**src/imm_pkg.sv**
```systemverilog
package imm_pkg;

    // Fixed widths of the item fields and configuration registers.
    localparam int SIZE_BITS    = 4;
    localparam int CFG_IDX_BITS = 2;
    localparam int INDEX_BITS   = 3;
    localparam int VALUE_BITS   = 16;
    localparam int PRODUCT_BITS = 36;
    localparam int COUNT_BITS   = 11;
    localparam int OP_BITS      = 2;

    // Two operations (one multiply, one add) per multiply-add.
    localparam int OPS_PER_MAC  = 2;

    typedef enum logic [OP_BITS-1:0] {
        OP_WRITE_A = 2'd0,
        OP_WRITE_B = 2'd1,
        OP_START   = 2'd2
    } op_t;

    typedef enum logic [CFG_IDX_BITS-1:0] {
        REG_ROWS_A    = 2'd0,
        REG_INNER_DIM = 2'd1,
        REG_COLS_B    = 2'd2
    } reg_idx_t;

    // Commands from the controller to the datapath.
    typedef struct packed {
        logic run;     // a multiply-add is issued this cycle unless stalled
        logic first;   // first term of a product element
        logic last_k;  // last term of a product element
        logic fin;     // last term of the whole product
        logic clear;   // a start was accepted
        logic wr_a;    // write the input element into A
        logic wr_b;    // write the input element into B
    } ctl_t;

    // Status from the datapath to the controller.
    typedef struct packed {
        logic stall;   // result register full and not taken
        logic busy;    // multiply-adds still in the pipeline
    } stat_t;

endpackage

```
**src/imm_if.sv**
```systemverilog
interface imm_cmd_if;
    logic                                      valid;
    logic                                      ready;
    logic [imm_pkg::OP_BITS-1:0]               operation;
    logic [imm_pkg::INDEX_BITS-1:0]            row_index;
    logic [imm_pkg::INDEX_BITS-1:0]            col_index;
    logic signed [imm_pkg::VALUE_BITS-1:0]     element_value;

    modport source (
        output valid, operation, row_index, col_index, element_value,
        input  ready
    );
    modport sink (
        input  valid, operation, row_index, col_index, element_value,
        output ready
    );
endinterface

interface imm_result_if;
    logic                                      valid;
    logic                                      ready;
    logic [imm_pkg::INDEX_BITS-1:0]            out_row;
    logic [imm_pkg::INDEX_BITS-1:0]            out_col;
    logic signed [imm_pkg::PRODUCT_BITS-1:0]   product_value;
    logic [imm_pkg::COUNT_BITS-1:0]            op_count;
    logic                                      last;

    modport source (
        output valid, out_row, out_col, product_value, op_count, last,
        input  ready
    );
    modport sink (
        input  valid, out_row, out_col, product_value, op_count, last,
        output ready
    );
endinterface

```
**src/integer_matrix_multiply.sv**
```systemverilog
// Integer matrix product C = A x B on matrices of up to MAX_DIM by MAX_DIM
// signed elements of ELEMENT_BITS bits. Each cmd transaction either writes one
// element of A or of B (writes outside the configured sizes are dropped) or
// starts the product; a start returns every element of C in row-major order as
// result transactions, each a full-precision 36-bit sum, and the final one has
// last set and carries the operation count (two per multiply-add). Element
// writes and ignored operation codes are taken while the block is idle. A start
// holds cmd ready low while its rows_a * inner_dim * cols_b multiply-adds run
// and the pipeline drains; one multiply-accumulate unit fed by one read port
// on each matrix memory does one multiply-add per cycle, but the whole pipeline
// holds while a finished result waits on result.ready. The matrix memories
// are not cleared at reset: reading an element that was never written gives
// an undefined result. The size registers (rows_a, inner_dim, cols_b, reset
// to 8) may only be written while no product is in progress; a size of zero
// acts as one and a size above MAX_DIM acts as MAX_DIM.
module integer_matrix_multiply #(
    parameter int MAX_DIM      = 8,
    parameter int ELEMENT_BITS = 16
) (
    input  logic                              clk,
    input  logic                              rst_n,
    input  logic                              cfg_we,
    input  logic [imm_pkg::CFG_IDX_BITS-1:0]  cfg_index,
    input  logic [imm_pkg::SIZE_BITS-1:0]     cfg_data,
    imm_cmd_if.sink                           cmd,
    imm_result_if.source                      result
);

    localparam int IW = $clog2(MAX_DIM);

    imm_pkg::ctl_t  ctl;
    imm_pkg::stat_t stat;
    logic [IW-1:0]  i_idx, j_idx, k_idx;

    // The controller walks the row, column and inner-term counters and
    // decides which element writes land in the memories.
    imm_ctrl #(
        .MAX_DIM (MAX_DIM)
    ) u_ctrl (
        .clk       (clk),
        .rst_n     (rst_n),
        .cfg_we    (cfg_we),
        .cfg_index (cfg_index),
        .cfg_data  (cfg_data),
        .cmd_valid (cmd.valid),
        .cmd_ready (cmd.ready),
        .operation (cmd.operation),
        .row_index (cmd.row_index),
        .col_index (cmd.col_index),
        .ctl       (ctl),
        .i_idx     (i_idx),
        .j_idx     (j_idx),
        .k_idx     (k_idx),
        .stat      (stat)
    );

    // The datapath holds both matrices, the read, multiply and accumulate
    // stages, the operation counter and the result register.
    imm_datapath #(
        .MAX_DIM      (MAX_DIM),
        .ELEMENT_BITS (ELEMENT_BITS)
    ) u_datapath (
        .clk       (clk),
        .rst_n     (rst_n),
        .ctl       (ctl),
        .i_idx     (i_idx),
        .j_idx     (j_idx),
        .k_idx     (k_idx),
        .wr_row    (cmd.row_index),
        .wr_col    (cmd.col_index),
        .wr_value  (cmd.element_value),
        .stat      (stat),
        .res_valid (result.valid),
        .res_ready (result.ready),
        .res_row   (result.out_row),
        .res_col   (result.out_col),
        .res_value (result.product_value),
        .res_count (result.op_count),
        .res_last  (result.last)
    );

endmodule

```
**src/imm_ctrl.sv**
```systemverilog
module imm_ctrl #(
    parameter int MAX_DIM = 8
) (
    input  logic                                clk,
    input  logic                                rst_n,
    input  logic                                cfg_we,
    input  logic [imm_pkg::CFG_IDX_BITS-1:0]    cfg_index,
    input  logic [imm_pkg::SIZE_BITS-1:0]       cfg_data,
    input  logic                                cmd_valid,
    output logic                                cmd_ready,
    input  logic [imm_pkg::OP_BITS-1:0]         operation,
    input  logic [imm_pkg::INDEX_BITS-1:0]      row_index,
    input  logic [imm_pkg::INDEX_BITS-1:0]      col_index,
    output imm_pkg::ctl_t                       ctl,
    output logic [$clog2(MAX_DIM)-1:0]          i_idx,
    output logic [$clog2(MAX_DIM)-1:0]          j_idx,
    output logic [$clog2(MAX_DIM)-1:0]          k_idx,
    input  imm_pkg::stat_t                      stat
);

    localparam int IW = $clog2(MAX_DIM);
    localparam int SW = $clog2(MAX_DIM + 1);

    typedef enum logic [1:0] {
        S_IDLE,
        S_RUN,
        S_DRAIN
    } state_t;

    state_t                          state_reg, state_next;
    logic [imm_pkg::SIZE_BITS-1:0]   rows_reg, rows_next;
    logic [imm_pkg::SIZE_BITS-1:0]   inner_reg, inner_next;
    logic [imm_pkg::SIZE_BITS-1:0]   cols_reg, cols_next;
    logic [IW-1:0]                   i_reg, i_next;
    logic [IW-1:0]                   j_reg, j_next;
    logic [IW-1:0]                   k_reg, k_next;

    logic [SW-1:0] nr, nk, nc;
    logic          accept;
    logic          i_last, j_last, k_last;

    // A size of zero acts as one, a size beyond the storage acts as the maximum.
    function automatic logic [SW-1:0] eff_size(input logic [imm_pkg::SIZE_BITS-1:0] r);
        logic [SW-1:0] v;
        if (r == '0) begin
            v = SW'(1);
        end else if (32'(r) > MAX_DIM) begin
            v = SW'(MAX_DIM);
        end else begin
            v = SW'(r);
        end
        return v;
    endfunction

    assign nr = eff_size(rows_reg);
    assign nk = eff_size(inner_reg);
    assign nc = eff_size(cols_reg);

    assign cmd_ready = (state_reg == S_IDLE);
    assign accept    = cmd_valid && cmd_ready;

    assign i_last = (SW'(i_reg) == nr - SW'(1));
    assign j_last = (SW'(j_reg) == nc - SW'(1));
    assign k_last = (SW'(k_reg) == nk - SW'(1));

    assign i_idx = i_reg;
    assign j_idx = j_reg;
    assign k_idx = k_reg;

    always_comb
    begin
        ctl.run    = (state_reg == S_RUN);
        ctl.first  = (k_reg == '0);
        ctl.last_k = k_last;
        ctl.fin    = k_last && j_last && i_last;
        ctl.clear  = accept && (operation == imm_pkg::OP_START);
        ctl.wr_a   = accept && (operation == imm_pkg::OP_WRITE_A)
                     && (row_index < nr) && (col_index < nk);
        ctl.wr_b   = accept && (operation == imm_pkg::OP_WRITE_B)
                     && (row_index < nk) && (col_index < nc);
    end

    always_comb
    begin
        state_next = state_reg;
        i_next     = i_reg;
        j_next     = j_reg;
        k_next     = k_reg;
        rows_next  = rows_reg;
        inner_next = inner_reg;
        cols_next  = cols_reg;

        unique case (state_reg)
            S_IDLE:
            begin
                if (accept && (operation == imm_pkg::OP_START))
                begin
                    state_next = S_RUN;
                    i_next     = '0;
                    j_next     = '0;
                    k_next     = '0;
                end
            end
            S_RUN:
            begin
                if (!stat.stall)
                begin
                    if (k_last)
                    begin
                        k_next = '0;
                        if (j_last)
                        begin
                            j_next = '0;
                            if (i_last)
                            begin
                                state_next = S_DRAIN;
                            end
                            else
                            begin
                                i_next = i_reg + IW'(1);
                            end
                        end
                        else
                        begin
                            j_next = j_reg + IW'(1);
                        end
                    end
                    else
                    begin
                        k_next = k_reg + IW'(1);
                    end
                end
            end
            S_DRAIN:
            begin
                if (!stat.busy)
                begin
                    state_next = S_IDLE;
                end
            end
            default:
            begin
                state_next = S_IDLE;
            end
        endcase

        if (cfg_we)
        begin
            case (cfg_index)
                imm_pkg::REG_ROWS_A:    rows_next  = cfg_data;
                imm_pkg::REG_INNER_DIM: inner_next = cfg_data;
                imm_pkg::REG_COLS_B:    cols_next  = cfg_data;
                default:                ;
            endcase
        end
    end

    always_ff @(posedge clk or negedge rst_n)
    begin
        if (!rst_n)
        begin
            state_reg <= S_IDLE;
            rows_reg  <= imm_pkg::SIZE_BITS'(8);
            inner_reg <= imm_pkg::SIZE_BITS'(8);
            cols_reg  <= imm_pkg::SIZE_BITS'(8);
            i_reg     <= '0;
            j_reg     <= '0;
            k_reg     <= '0;
        end
        else
        begin
            state_reg <= state_next;
            rows_reg  <= rows_next;
            inner_reg <= inner_next;
            cols_reg  <= cols_next;
            i_reg     <= i_next;
            j_reg     <= j_next;
            k_reg     <= k_next;
        end
    end

endmodule

```
**src/imm_datapath.sv**
```systemverilog
module imm_datapath #(
    parameter int MAX_DIM      = 8,
    parameter int ELEMENT_BITS = 16
) (
    input  logic                                   clk,
    input  logic                                   rst_n,
    input  imm_pkg::ctl_t                          ctl,
    input  logic [$clog2(MAX_DIM)-1:0]             i_idx,
    input  logic [$clog2(MAX_DIM)-1:0]             j_idx,
    input  logic [$clog2(MAX_DIM)-1:0]             k_idx,
    input  logic [imm_pkg::INDEX_BITS-1:0]         wr_row,
    input  logic [imm_pkg::INDEX_BITS-1:0]         wr_col,
    input  logic signed [imm_pkg::VALUE_BITS-1:0]  wr_value,
    output imm_pkg::stat_t                         stat,
    output logic                                   res_valid,
    input  logic                                   res_ready,
    output logic [imm_pkg::INDEX_BITS-1:0]         res_row,
    output logic [imm_pkg::INDEX_BITS-1:0]         res_col,
    output logic signed [imm_pkg::PRODUCT_BITS-1:0] res_value,
    output logic [imm_pkg::COUNT_BITS-1:0]         res_count,
    output logic                                   res_last
);

    localparam int IW    = $clog2(MAX_DIM);
    localparam int DEPTH = MAX_DIM * MAX_DIM;
    localparam int AW    = $clog2(DEPTH);
    localparam int EB    = ELEMENT_BITS;
    localparam int PB    = imm_pkg::PRODUCT_BITS;
    localparam int CB    = imm_pkg::COUNT_BITS;

    logic signed [EB-1:0] mem_a [DEPTH];
    logic signed [EB-1:0] mem_b [DEPTH];

    logic [AW-1:0]        wr_addr, rd_addr_a, rd_addr_b;
    logic signed [EB-1:0] wr_elem;
    logic                 advance;

    // Stage 1: element pair read from the two memories.
    logic                 s1_valid_reg;
    logic                 s1_first_reg, s1_last_reg, s1_fin_reg;
    logic [IW-1:0]        s1_i_reg, s1_j_reg;
    logic signed [EB-1:0] a_rd_reg, b_rd_reg;

    // Stage 2: registered product.
    logic                   s2_valid_reg;
    logic                   s2_first_reg, s2_last_reg, s2_fin_reg;
    logic [IW-1:0]          s2_i_reg, s2_j_reg;
    logic signed [2*EB-1:0] prod_reg;

    logic signed [PB-1:0] acc_reg, acc_next;
    logic [CB-1:0]        ops_reg, ops_next;
    logic                 out_valid_reg;

    assign wr_addr   = AW'(IW'(wr_row)) * AW'(MAX_DIM) + AW'(IW'(wr_col));
    assign rd_addr_a = AW'(i_idx) * AW'(MAX_DIM) + AW'(k_idx);
    assign rd_addr_b = AW'(k_idx) * AW'(MAX_DIM) + AW'(j_idx);
    assign wr_elem   = EB'(wr_value);

    // The whole pipeline freezes while a finished element waits to be taken.
    assign advance    = !(out_valid_reg && !res_ready);
    assign stat.stall = !advance;
    assign stat.busy  = s1_valid_reg || s2_valid_reg;

    always_ff @(posedge clk)
    begin
        if (ctl.wr_a)
        begin
            mem_a[wr_addr] <= wr_elem;
        end
        if (ctl.wr_b)
        begin
            mem_b[wr_addr] <= wr_elem;
        end
        if (advance && ctl.run)
        begin
            a_rd_reg <= mem_a[rd_addr_a];
            b_rd_reg <= mem_b[rd_addr_b];
        end
    end

    always_comb
    begin
        acc_next = s2_first_reg ? PB'(prod_reg) : acc_reg + PB'(prod_reg);
        ops_next = ops_reg + CB'(imm_pkg::OPS_PER_MAC);
    end

    always_ff @(posedge clk)
    begin
        if (advance)
        begin
            s1_first_reg <= ctl.first;
            s1_last_reg  <= ctl.last_k;
            s1_fin_reg   <= ctl.fin;
            s1_i_reg     <= i_idx;
            s1_j_reg     <= j_idx;
            s2_first_reg <= s1_first_reg;
            s2_last_reg  <= s1_last_reg;
            s2_fin_reg   <= s1_fin_reg;
            s2_i_reg     <= s1_i_reg;
            s2_j_reg     <= s1_j_reg;
            prod_reg     <= a_rd_reg * b_rd_reg;
            if (s2_valid_reg)
            begin
                acc_reg <= acc_next;
            end
            if (s2_valid_reg && s2_last_reg)
            begin
                res_row   <= imm_pkg::INDEX_BITS'(s2_i_reg);
                res_col   <= imm_pkg::INDEX_BITS'(s2_j_reg);
                res_value <= acc_next;
                res_count <= s2_fin_reg ? ops_next : '0;
                res_last  <= s2_fin_reg;
            end
        end
    end

    always_ff @(posedge clk or negedge rst_n)
    begin
        if (!rst_n)
        begin
            s1_valid_reg  <= 1'b0;
            s2_valid_reg  <= 1'b0;
            out_valid_reg <= 1'b0;
            ops_reg       <= '0;
        end
        else
        begin
            if (ctl.clear)
            begin
                ops_reg <= '0;
            end
            else if (advance && s2_valid_reg)
            begin
                ops_reg <= ops_next;
            end
            if (advance)
            begin
                s1_valid_reg  <= ctl.run;
                s2_valid_reg  <= s1_valid_reg;
                out_valid_reg <= s2_valid_reg && s2_last_reg;
            end
        end
    end

    assign res_valid = out_valid_reg;

endmodule

```
**src/flat_wrapper.sv**
```systemverilog
// flat-port wrapper written by rule: the top's interface ports become plain ports
module integer_matrix_multiply_flat 
#(
    parameter int MAX_DIM      = 8,
    parameter int ELEMENT_BITS = 16
)
  (clk, rst_n, cfg_we, cfg_index, cfg_data, cmd_valid, cmd_operation, cmd_row_index, cmd_col_index, cmd_element_value, cmd_ready, result_valid, result_out_row, result_out_col, result_product_value, result_op_count, result_last, result_ready);
  imm_cmd_if cmd_i ();
  imm_result_if result_i ();
  input  logic clk;
  input  logic rst_n;
  input  logic cfg_we;
  input  logic [imm_pkg::CFG_IDX_BITS-1:0] cfg_index;
  input  logic [imm_pkg::SIZE_BITS-1:0] cfg_data;
  input wire logic [$bits(cmd_i.valid)-1:0] cmd_valid;
  input wire logic [$bits(cmd_i.operation)-1:0] cmd_operation;
  input wire logic [$bits(cmd_i.row_index)-1:0] cmd_row_index;
  input wire logic [$bits(cmd_i.col_index)-1:0] cmd_col_index;
  input wire logic [$bits(cmd_i.element_value)-1:0] cmd_element_value;
  output wire logic [$bits(cmd_i.ready)-1:0] cmd_ready;
  output wire logic [$bits(result_i.valid)-1:0] result_valid;
  output wire logic [$bits(result_i.out_row)-1:0] result_out_row;
  output wire logic [$bits(result_i.out_col)-1:0] result_out_col;
  output wire logic [$bits(result_i.product_value)-1:0] result_product_value;
  output wire logic [$bits(result_i.op_count)-1:0] result_op_count;
  output wire logic [$bits(result_i.last)-1:0] result_last;
  input wire logic [$bits(result_i.ready)-1:0] result_ready;
  assign cmd_i.valid = cmd_valid;
  assign cmd_i.operation = cmd_operation;
  assign cmd_i.row_index = cmd_row_index;
  assign cmd_i.col_index = cmd_col_index;
  assign cmd_i.element_value = cmd_element_value;
  assign cmd_ready = cmd_i.ready;
  assign result_valid = result_i.valid;
  assign result_out_row = result_i.out_row;
  assign result_out_col = result_i.out_col;
  assign result_product_value = result_i.product_value;
  assign result_op_count = result_i.op_count;
  assign result_last = result_i.last;
  assign result_i.ready = result_ready;
  integer_matrix_multiply #(.MAX_DIM(MAX_DIM), .ELEMENT_BITS(ELEMENT_BITS)) u_core (.clk(clk), .rst_n(rst_n), .cfg_we(cfg_we), .cfg_index(cfg_index), .cfg_data(cfg_data), .cmd(cmd_i), .result(result_i));
endmodule
```
**config.mk**
```make
export PLATFORM = sky130hd
export DESIGN_NAME = integer_matrix_multiply_flat
export DESIGN_NICKNAME = d
export VERILOG_FILES = /design/src/imm_pkg.sv /design/src/imm_if.sv /design/src/integer_matrix_multiply.sv /design/src/imm_ctrl.sv /design/src/imm_datapath.sv /design/src/flat_wrapper.sv
export SDC_FILE = /design/constraint.sdc
export NUM_CORES = 2
export LEC_CHECK = 0
export ABC_AREA = 1
export BUFFER_PORTS_ARGS = -buffer_cell sky130_fd_sc_hd__buf_2
export CAP_MARGIN = 20
export CORE_ASPECT_RATIO = 1.25
export CORE_UTILIZATION = 40
export DETAILED_ROUTE_END_ITERATION = 16
export PLACE_DENSITY = 0.62
export SYNTH_ARGS = -nofsm -noshare
export SYNTH_HDL_FRONTEND = slang
export SYNTH_SLANG_ARGS = --single-unit
```
**constraint.sdc**
```tcl
create_clock -name clk -period 5.5 [get_ports clk]
set_clock_uncertainty 0.15 [all_clocks]
set_input_delay 1.1 -clock clk [delete_from_list [all_inputs] [get_ports clk]]
set_output_delay 1.1 -clock clk [all_outputs]
set_load 0.05 [all_outputs]
```
## After elaboration in Yosys (flattened, before gate mapping)

Memories as Yosys holds them, arrays and structs flattened. A register that Yosys moved wholly into a read port is not among the register bits.
Cells that the tools add are included.

| word-level totals | value |
|---|---|
| register bits after elaboration | 177 |
| bits in writable memories | 2048 |
| input bits | 35 |
| output and inout bits | 56 |
| word-level logic and storage cells | 134 |
| memories kept | 2 |

Memories:

| memory | depth | width | rd ports | clocked after Yosys merged registers in | wr ports | line | RTL |
|---|---|---|---|---|---|---|---|
| u_core.u_datapath.mem_a | 64 | 16 | 1 | 1 | 1 | imm_datapath.sv:31 | `logic signed [EB-1:0] mem_a [DEPTH];` |
| u_core.u_datapath.mem_b | 64 | 16 | 1 | 1 | 1 | imm_datapath.sv:32 | `logic signed [EB-1:0] mem_b [DEPTH];` |

| cells by class | value |
|---|---|
| add/subtract/negate cells | 11 |
| $mul | 1 |
| order comparisons | 7 |
| eq/ne operators | 16 |
| mux-type cells | 33 |
| bitwise operators | 1 |
| reduce and logical (&&, ||, !) cells | 35 |

Operators with widths:

| operator | number |
|---|---|
| $add A36 B32 Y36 | 1 |
| $mux W36 | 1 |
| $mul A16 B16 Y32 | 1 |
| $mux W3 | 10 |
| $mux W4 | 6 |
| $mux W11 | 2 |
| $add A6 B3 Y6 | 3 |
| $pmux W3 S2 | 3 |
| $lt A3 B4 Y1 | 4 |
| $logic_and A1 B1 Y1 | 14 |
| $eq A3 B4 Y1 | 3 |
| $gt A4 B4 Y1 const B | 3 |
| $logic_not A4 Y1 | 3 |
| $mux W2 | 6 |
| $reduce_and A6 Y1 | 2 |
| $sub A4 B1 Y4 const B | 3 |
| $add A11 B2 Y11 const B | 1 |
| $reduce_and A2 Y1 | 5 |
| $add A3 B1 Y3 const B | 3 |
| $ne A2 B1 Y1 const B | 4 |
| $eq A2 B1 Y1 const B | 3 |
| $eq A2 B2 Y1 const B | 3 |
| $logic_not A2 Y1 | 3 |
| $ne A2 B2 Y1 const B | 3 |
| other kinds (9) | 14 |

## Depth between registers and ports, before layout

| depth | value |
|---|---|
| word-level depth | 10 |
| depth in mapped cells | 27 |
| depth with buffers taken out | 25 |

## Hierarchy

From an unflattened synthesis, not the netlist that was laid out.

| second synthesis, totals | value |
|---|---|
| cell total of the unflattened synthesis | 8869 |
| area, all modules | 102241.8 sq um |

Modules (own cells, without submodules):

| module | instances | cells an instance | area an instance (sq um) | seq. area each (sq um) |
|---|---|---|---|---|
| imm_datapath | 1 | 8639 | 100607.7 | 66959.2 |
| imm_ctrl | 1 | 230 | 1634.1 | 579.3 |

## Least setup slack after synthesis

Ideal clock, no wire load.

| timing path | value |
|---|---|
| path type | input-to-reg |
| from | in result_ready |
| to | reg u_core.u_datapath.res_col[0] in the netlist's numbering (enable) |
| library setup time | 464 ps |
| data arrival time | 5367 ps |
| data required time | 4886 ps |
| setup slack | -481 ps |
| cell stages on the path | 4 |
| buffers on the path | 0 |
| cell sequence | nor2_1 > nor2_1 > inv_1 > nor2_1 |

| between the ends | value |
|---|---|
| word-level cells in the longest chain between the ends | 4 |

Ends and longest elaborated chain:

| element | line | RTL |
|---|---|---|
| from (decl) | flat_wrapper.sv:27 | `input wire logic [$bits(result_i.ready)-1:0] result_ready;` |
| $logic_not A1 Y1 | imm_datapath.sv:60 | `assign advance = !(out_valid_reg && !res_ready);` |
| $logic_and A1 B1 Y1 | imm_datapath.sv:60 |  |
| $not A1 Y1 (no source line) | -- |  |
| $reduce_and A2 Y1 (no source line) | -- |  |
| to (signal assigned) | imm_datapath.sv:109 | `res_col <= imm_pkg::INDEX_BITS'(s2_j_reg);` |
| to (decl) | imm_datapath.sv:18 | `output logic [imm_pkg::INDEX_BITS-1:0] res_col,` |

No other way between the ends.
A chain may end at the register's enable or synchronous reset.

## Worst setup path in the final report

| timing path | value |
|---|---|
| from | reg u_core.u_datapath.a_rd_reg[15], read port of u_core.u_datapath.mem_a |
| to | reg u_core.u_datapath.prod_reg[30] (data pin) |

| between the ends | value |
|---|---|
| word-level cells in the longest chain between the ends | 1 |

Ends and longest elaborated chain:

| element | line | RTL |
|---|---|---|
| from (decl) | imm_datapath.sv:42 | `logic signed [EB-1:0] a_rd_reg, b_rd_reg;` |
| $mul A16 B16 Y32 | imm_datapath.sv:101 | `prod_reg <= a_rd_reg * b_rd_reg;` |
| to (signal assigned) | imm_datapath.sv:101 |  |
| to (decl) | imm_datapath.sv:48 | `logic signed [2*EB-1:0] prod_reg;` |

No other way between the ends.

==> Flow_metrics.wiki <==
{| class="wikitable"
! Metric !! Value
|-
| Area fraction in and, or, nand and nor cells after synthesis || 13.1%
|-
| Buffers added on ports || 89
|-
| Width of the die || 455 µm
|-
| Maximum level of the CTS H-tree || 4
|-
| Global-route wire length before repair || 439 mm
|-
| Pin count of the biggest net entering global routing || 193
|-
| Post-synth top area cell || sky130_fd_sc_hd__edfxtp_1
|-
| Total of fill cells in the finished design || 22600
|-
| Post-synthesis compound-gate area fraction || 8.97%
|-
| Required @ worst endpoint || 5.96 ns
|-
| Status || finished with violations
|-
| WP data arrival || 6.17 ns
|-
| Yosys reg bits || 2255
|-
| Final setup margin || -0.216 ns
|-
| Row count || 207
|-
| Maximum clock path buffer count || 4
|-
| Cts bufs inserted || 223
|-
| Clk Tree Root Cell || sky130_fd_sc_hd__clkbuf_16
|-
| Final Max Slew Viols || 0
|-
| Unrepaired setup endpoints after global routing || yes
|-
| GP Congestion || 0.914
|-
| Leading registers by flop count || u_core.u_datapath.mem_a: 1024 flops, u_core.u_datapath.mem_b: 1024 flops
|-
| First-pass detailed-route iteration total || 5
|-
| Combined flip-flop and latch cell area || 67600 µm²
|-
| Critical path endpoint category || flip-flop
|-
| Number of global-route vias before repair || 69000
|-
| I/O pin count || 91
|-
| Maximum fanout along the worst path || 7
|-
| Worst-Skew Late Latency || 0.90 ns
|-
| Mean post-synth cell area || 11.5 µm²
|-
| Min-Delay Path Class || reg2reg
|-
| Worst Setup Start Kind || flip-flop
|-
| Share of the synthesized area in the top cell type || 65.0%
|-
| Die footprint || 258000 µm²
|-
| Violations in the final reports || setup timing
|-
| Portion of the post-synthesis area used by sequential elements || 65.9%
|-
| Biggest cell delay along the critical path || 0.59 ns
|-
| Count of different cell masters after synthesis || 45
|-
| Number of antenna violations at the first check in global routing || 9
|-
| Post-Synthesis Net Count || 9333
|-
| Average wire per cell in the routed design || 23.3 µm
|-
| Overall routing resource usage || 22.5%
|-
| Number of vias per cell after detailed routing || 5.52
|-
| Residual overflow from global routing || 0
|-
| Max Clock Freq || 175 MHz
|-
| Number of synthesized flops with an enable pin || 2219
|-
| Core area || 255000 µm²
|-
| Cell types occupying the most area after synthesis || sky130_fd_sc_hd__edfxtp_1 65%, sky130_fd_sc_hd__nand2_1 5.8%, sky130_fd_sc_hd__o21ai_0 5.2%
|-
| Ratio of cells with drive above 1 in the final layout || 14.3%
|-
| Minimum clock period || 5.72 ns
|-
| Count of synthesis-stage warnings from yosys || 0
|-
| Maximum capacitance violations || 0
|-
| Total area of multi-input combinational cells || 32100 µm²
|-
| Initial Utilization || 40.3%
|-
| Post-detailed-placement half-perimeter wirelength || 184 mm
|-
| Path type of the worst setup path || reg2reg
|-
| Most common cell in the synthesized netlist || sky130_fd_sc_hd__edfxtp_1
|-
| Share of the synthesized netlist area taken by xor and xnor gates || 0.530%
|-
| Final total negative setup slack || -1.35 ns
|-
| Cell mode on critical path || sky130_fd_sc_hd__fa_1
|-
| Combinational family with the most area after synthesis || simple AND/OR/NAND/NOR gates
|-
| Hold Violations, Final || 0
|-
| Clk sink count || 2255
|-
| Die Height || 568 µm
|-
| Cell area after synthesis || 102000 µm²
|-
| Clock slew at the register clock pins of the worst setup and hold paths || 0.07 ns
|-
| Post-DRT Antenna Nets || 0
|-
| Worst slew margin relative to its limit || 26.4%
|-
| Initial drt markers || 7239
|-
| Number of endpoints failing setup at the final stage || 13
|-
| Most common library cells after synthesis || 2219 x sky130_fd_sc_hd__edfxtp_1, 1589 x sky130_fd_sc_hd__nand2_1, 1129 x sky130_fd_sc_hd__nor2_1
|-
| Post-synth ARST share || 1.60%
|-
| Synthesized instance count || 8902
|-
| Slowest cell on crit path || sky130_fd_sc_hd__fa_1
|-
| Multiplexer area fraction after synthesis || 0%
|-
| Number of nets in the layout || 9626
|-
| Worst slew pin tran || 1.10 ns
|-
| Via total after detailed routing || 70200
|-
| Area growth syn-to-layout || 15.5%
|-
| Tcrit/Tclk final || 104%
|-
| Clock tree from TritonCTS || yes
|-
| Final wirelength || 296 mm
|-
| Adder-Cell Fraction of Synth Area || 6.76%
|-
| DRC violations left || 0
|-
| Top FF cell, synth || sky130_fd_sc_hd__edfxtp_1
|}
[layer usage]
metal	GRT usage (%)	wire, µm
met1	28.3	114000
met2	38.5	147000
met3	2.51	19000
met4	10.8	15700
met5	0	0
[cell type report]
| cell class | instances | area share, % |
|---|---|---|
| inverter | 610 | 1.99 |
| timing repair buffer | 601 | 4.25 |
| clock buffer | 262 | 4.89 |
| tap | 3344 | 3.53 |
| antenna | 2 | 0.00423 |
| multi-input combinational | 5504 | 27.1 |
| clock inverter | 149 | 1.18 |
| sequential | 2255 | 57.1 |
[worst max-delay path: cells and delay by family, from the launching register on]
family                     cells  cell delay (ns)
DFF                            1             0.38
and+or+nand+nor                4             0.24
buffers and inverters         11             0.95
AOI/OAI and AO/OA              3             0.34
adders and majority gates      7             3.41
[cells by family (layout without fill, tap and decap cells)]
logic type,count (synthesis),count (layout)
AO/OA/AOI/OAI,1697,1697
other,1,3
XOR/XNOR,62,62
flip-flops,2255,2255
AND/OR/NAND/NOR,3348,3348
adder cells (fa/ha/maj),396,396
buffers and inverters,1143,1622
[metrics by stage]
| stage | area, µm² | setup WS [ns] | cells | hold slack [ns] | utilization [%] |
|---|---|---|---|---|---|
| floorplan | 103000 | 0.00109 | 8902 | 0.250 | - |
| global placement | 109000 | -0.332 | 12200 | 0.255 | 42.9 |
| detailed placement | 109000 | -0.464 | 12200 | 0.255 | 42.9 |
| CTS | 118000 | -0.223 | 12700 | 0.246 | 46.2 |
| global route | 118000 | -0.388 | 12700 | 0.259 | 46.5 |
| finish | 118000 | -0.216 | 12700 | 0.262 | 46.5 |
[what timing repair did]
item / in CTS / in global routing
endpoints found under the setup margin: 22 / 23
setup buffers: 37 / 27
gates resized for setup: 220 / 166
hold endpoints to repair: 0 / 3
pin swaps: 69 / 87
gates cloned: 0 / 1
hold buffers: 0 / 1
[cell usage in the layout (no fill, tap or decap), types with 18 or more instances in the layout]
cell / netlist / routed
sky130_fd_sc_hd__nor3_1: 163 / 26
sky130_fd_sc_hd__xor2_1: 36 / 33
sky130_fd_sc_hd__nor2_4: 0 / 21
sky130_fd_sc_hd__nand2_1: 1589 / 1541
sky130_fd_sc_hd__edfxtp_1: 2219 / 2219
sky130_fd_sc_hd__clkbuf_1: 291 / 36
sky130_fd_sc_hd__xnor2_1: 26 / 25
sky130_fd_sc_hd__fa_1: 263 / 234
sky130_fd_sc_hd__o21ai_0: 1065 / 1048
sky130_fd_sc_hd__inv_1: 606 / 551
sky130_fd_sc_hd__clkinv_2: 1 / 43
sky130_fd_sc_hd__fa_2: 0 / 29
sky130_fd_sc_hd__clkinv_1: 1 / 64
sky130_fd_sc_hd__buf_12: 1 / 36
sky130_fd_sc_hd__a21oi_1: 89 / 60
sky130_fd_sc_hd__nand2_2: 0 / 30
sky130_fd_sc_hd__bufinv_16: 0 / 25
sky130_fd_sc_hd__nor2_1: 1129 / 1098
sky130_fd_sc_hd__inv_2: 1 / 46
sky130_fd_sc_hd__o22ai_1: 502 / 502
sky130_fd_sc_hd__clkbuf_16: 0 / 226
sky130_fd_sc_hd__ha_1: 133 / 106
sky130_fd_sc_hd__nand3_1: 413 / 403
sky130_fd_sc_hd__o21ai_1: 12 / 18
sky130_fd_sc_hd__nor3_2: 0 / 133
sky130_fd_sc_hd__buf_6: 34 / 59
sky130_fd_sc_hd__buf_2: 163 / 74
sky130_fd_sc_hd__nand4_1: 22 / 22
sky130_fd_sc_hd__buf_4: 12 / 429
sky130_fd_sc_hd__dfrtp_1: 33 / 26
sky130_fd_sc_hd__nand2_4: 0 / 18
sky130_fd_sc_hd__ha_4: 0 / 25
[final timing paths]
| check | cells past startpoint | slack [ns] | end | startpoint |
|---|---|---|---|---|
| max | 25 | -0.22 | u_core.u_datapath.prod_reg[30]$_DFFE_PN_ | u_core.u_datapath.a_rd_reg[15]$_DFFE_PP_ |
| min | 0 | 0.26 | u_core.u_datapath.s2_i_reg[0]$_DFFE_PN_ | u_core.u_datapath.s1_i_reg[0]$_DFFE_PN_ |
| max reg2reg | 25 | -0.22 | u_core.u_datapath.prod_reg[30]$_DFFE_PN_ | u_core.u_datapath.a_rd_reg[15]$_DFFE_PP_ |
| min reg2reg | 0 | 0.26 | u_core.u_datapath.s2_i_reg[0]$_DFFE_PN_ | u_core.u_datapath.s1_i_reg[0]$_DFFE_PN_ |
| max in group asynchronous | 3 | 4.13 | u_core.u_ctrl.k_idx[0]$_DFFE_PN0P_ | rst_n |
| min in group asynchronous | 2 | 0.52 | u_core.u_ctrl.cols_reg[1]$_DFFE_PN0P_ | rst_n |
Power is left out: the tool's default activity adds up to more than one toggle a clock period on the data nets, which glitch-free logic cannot reach.
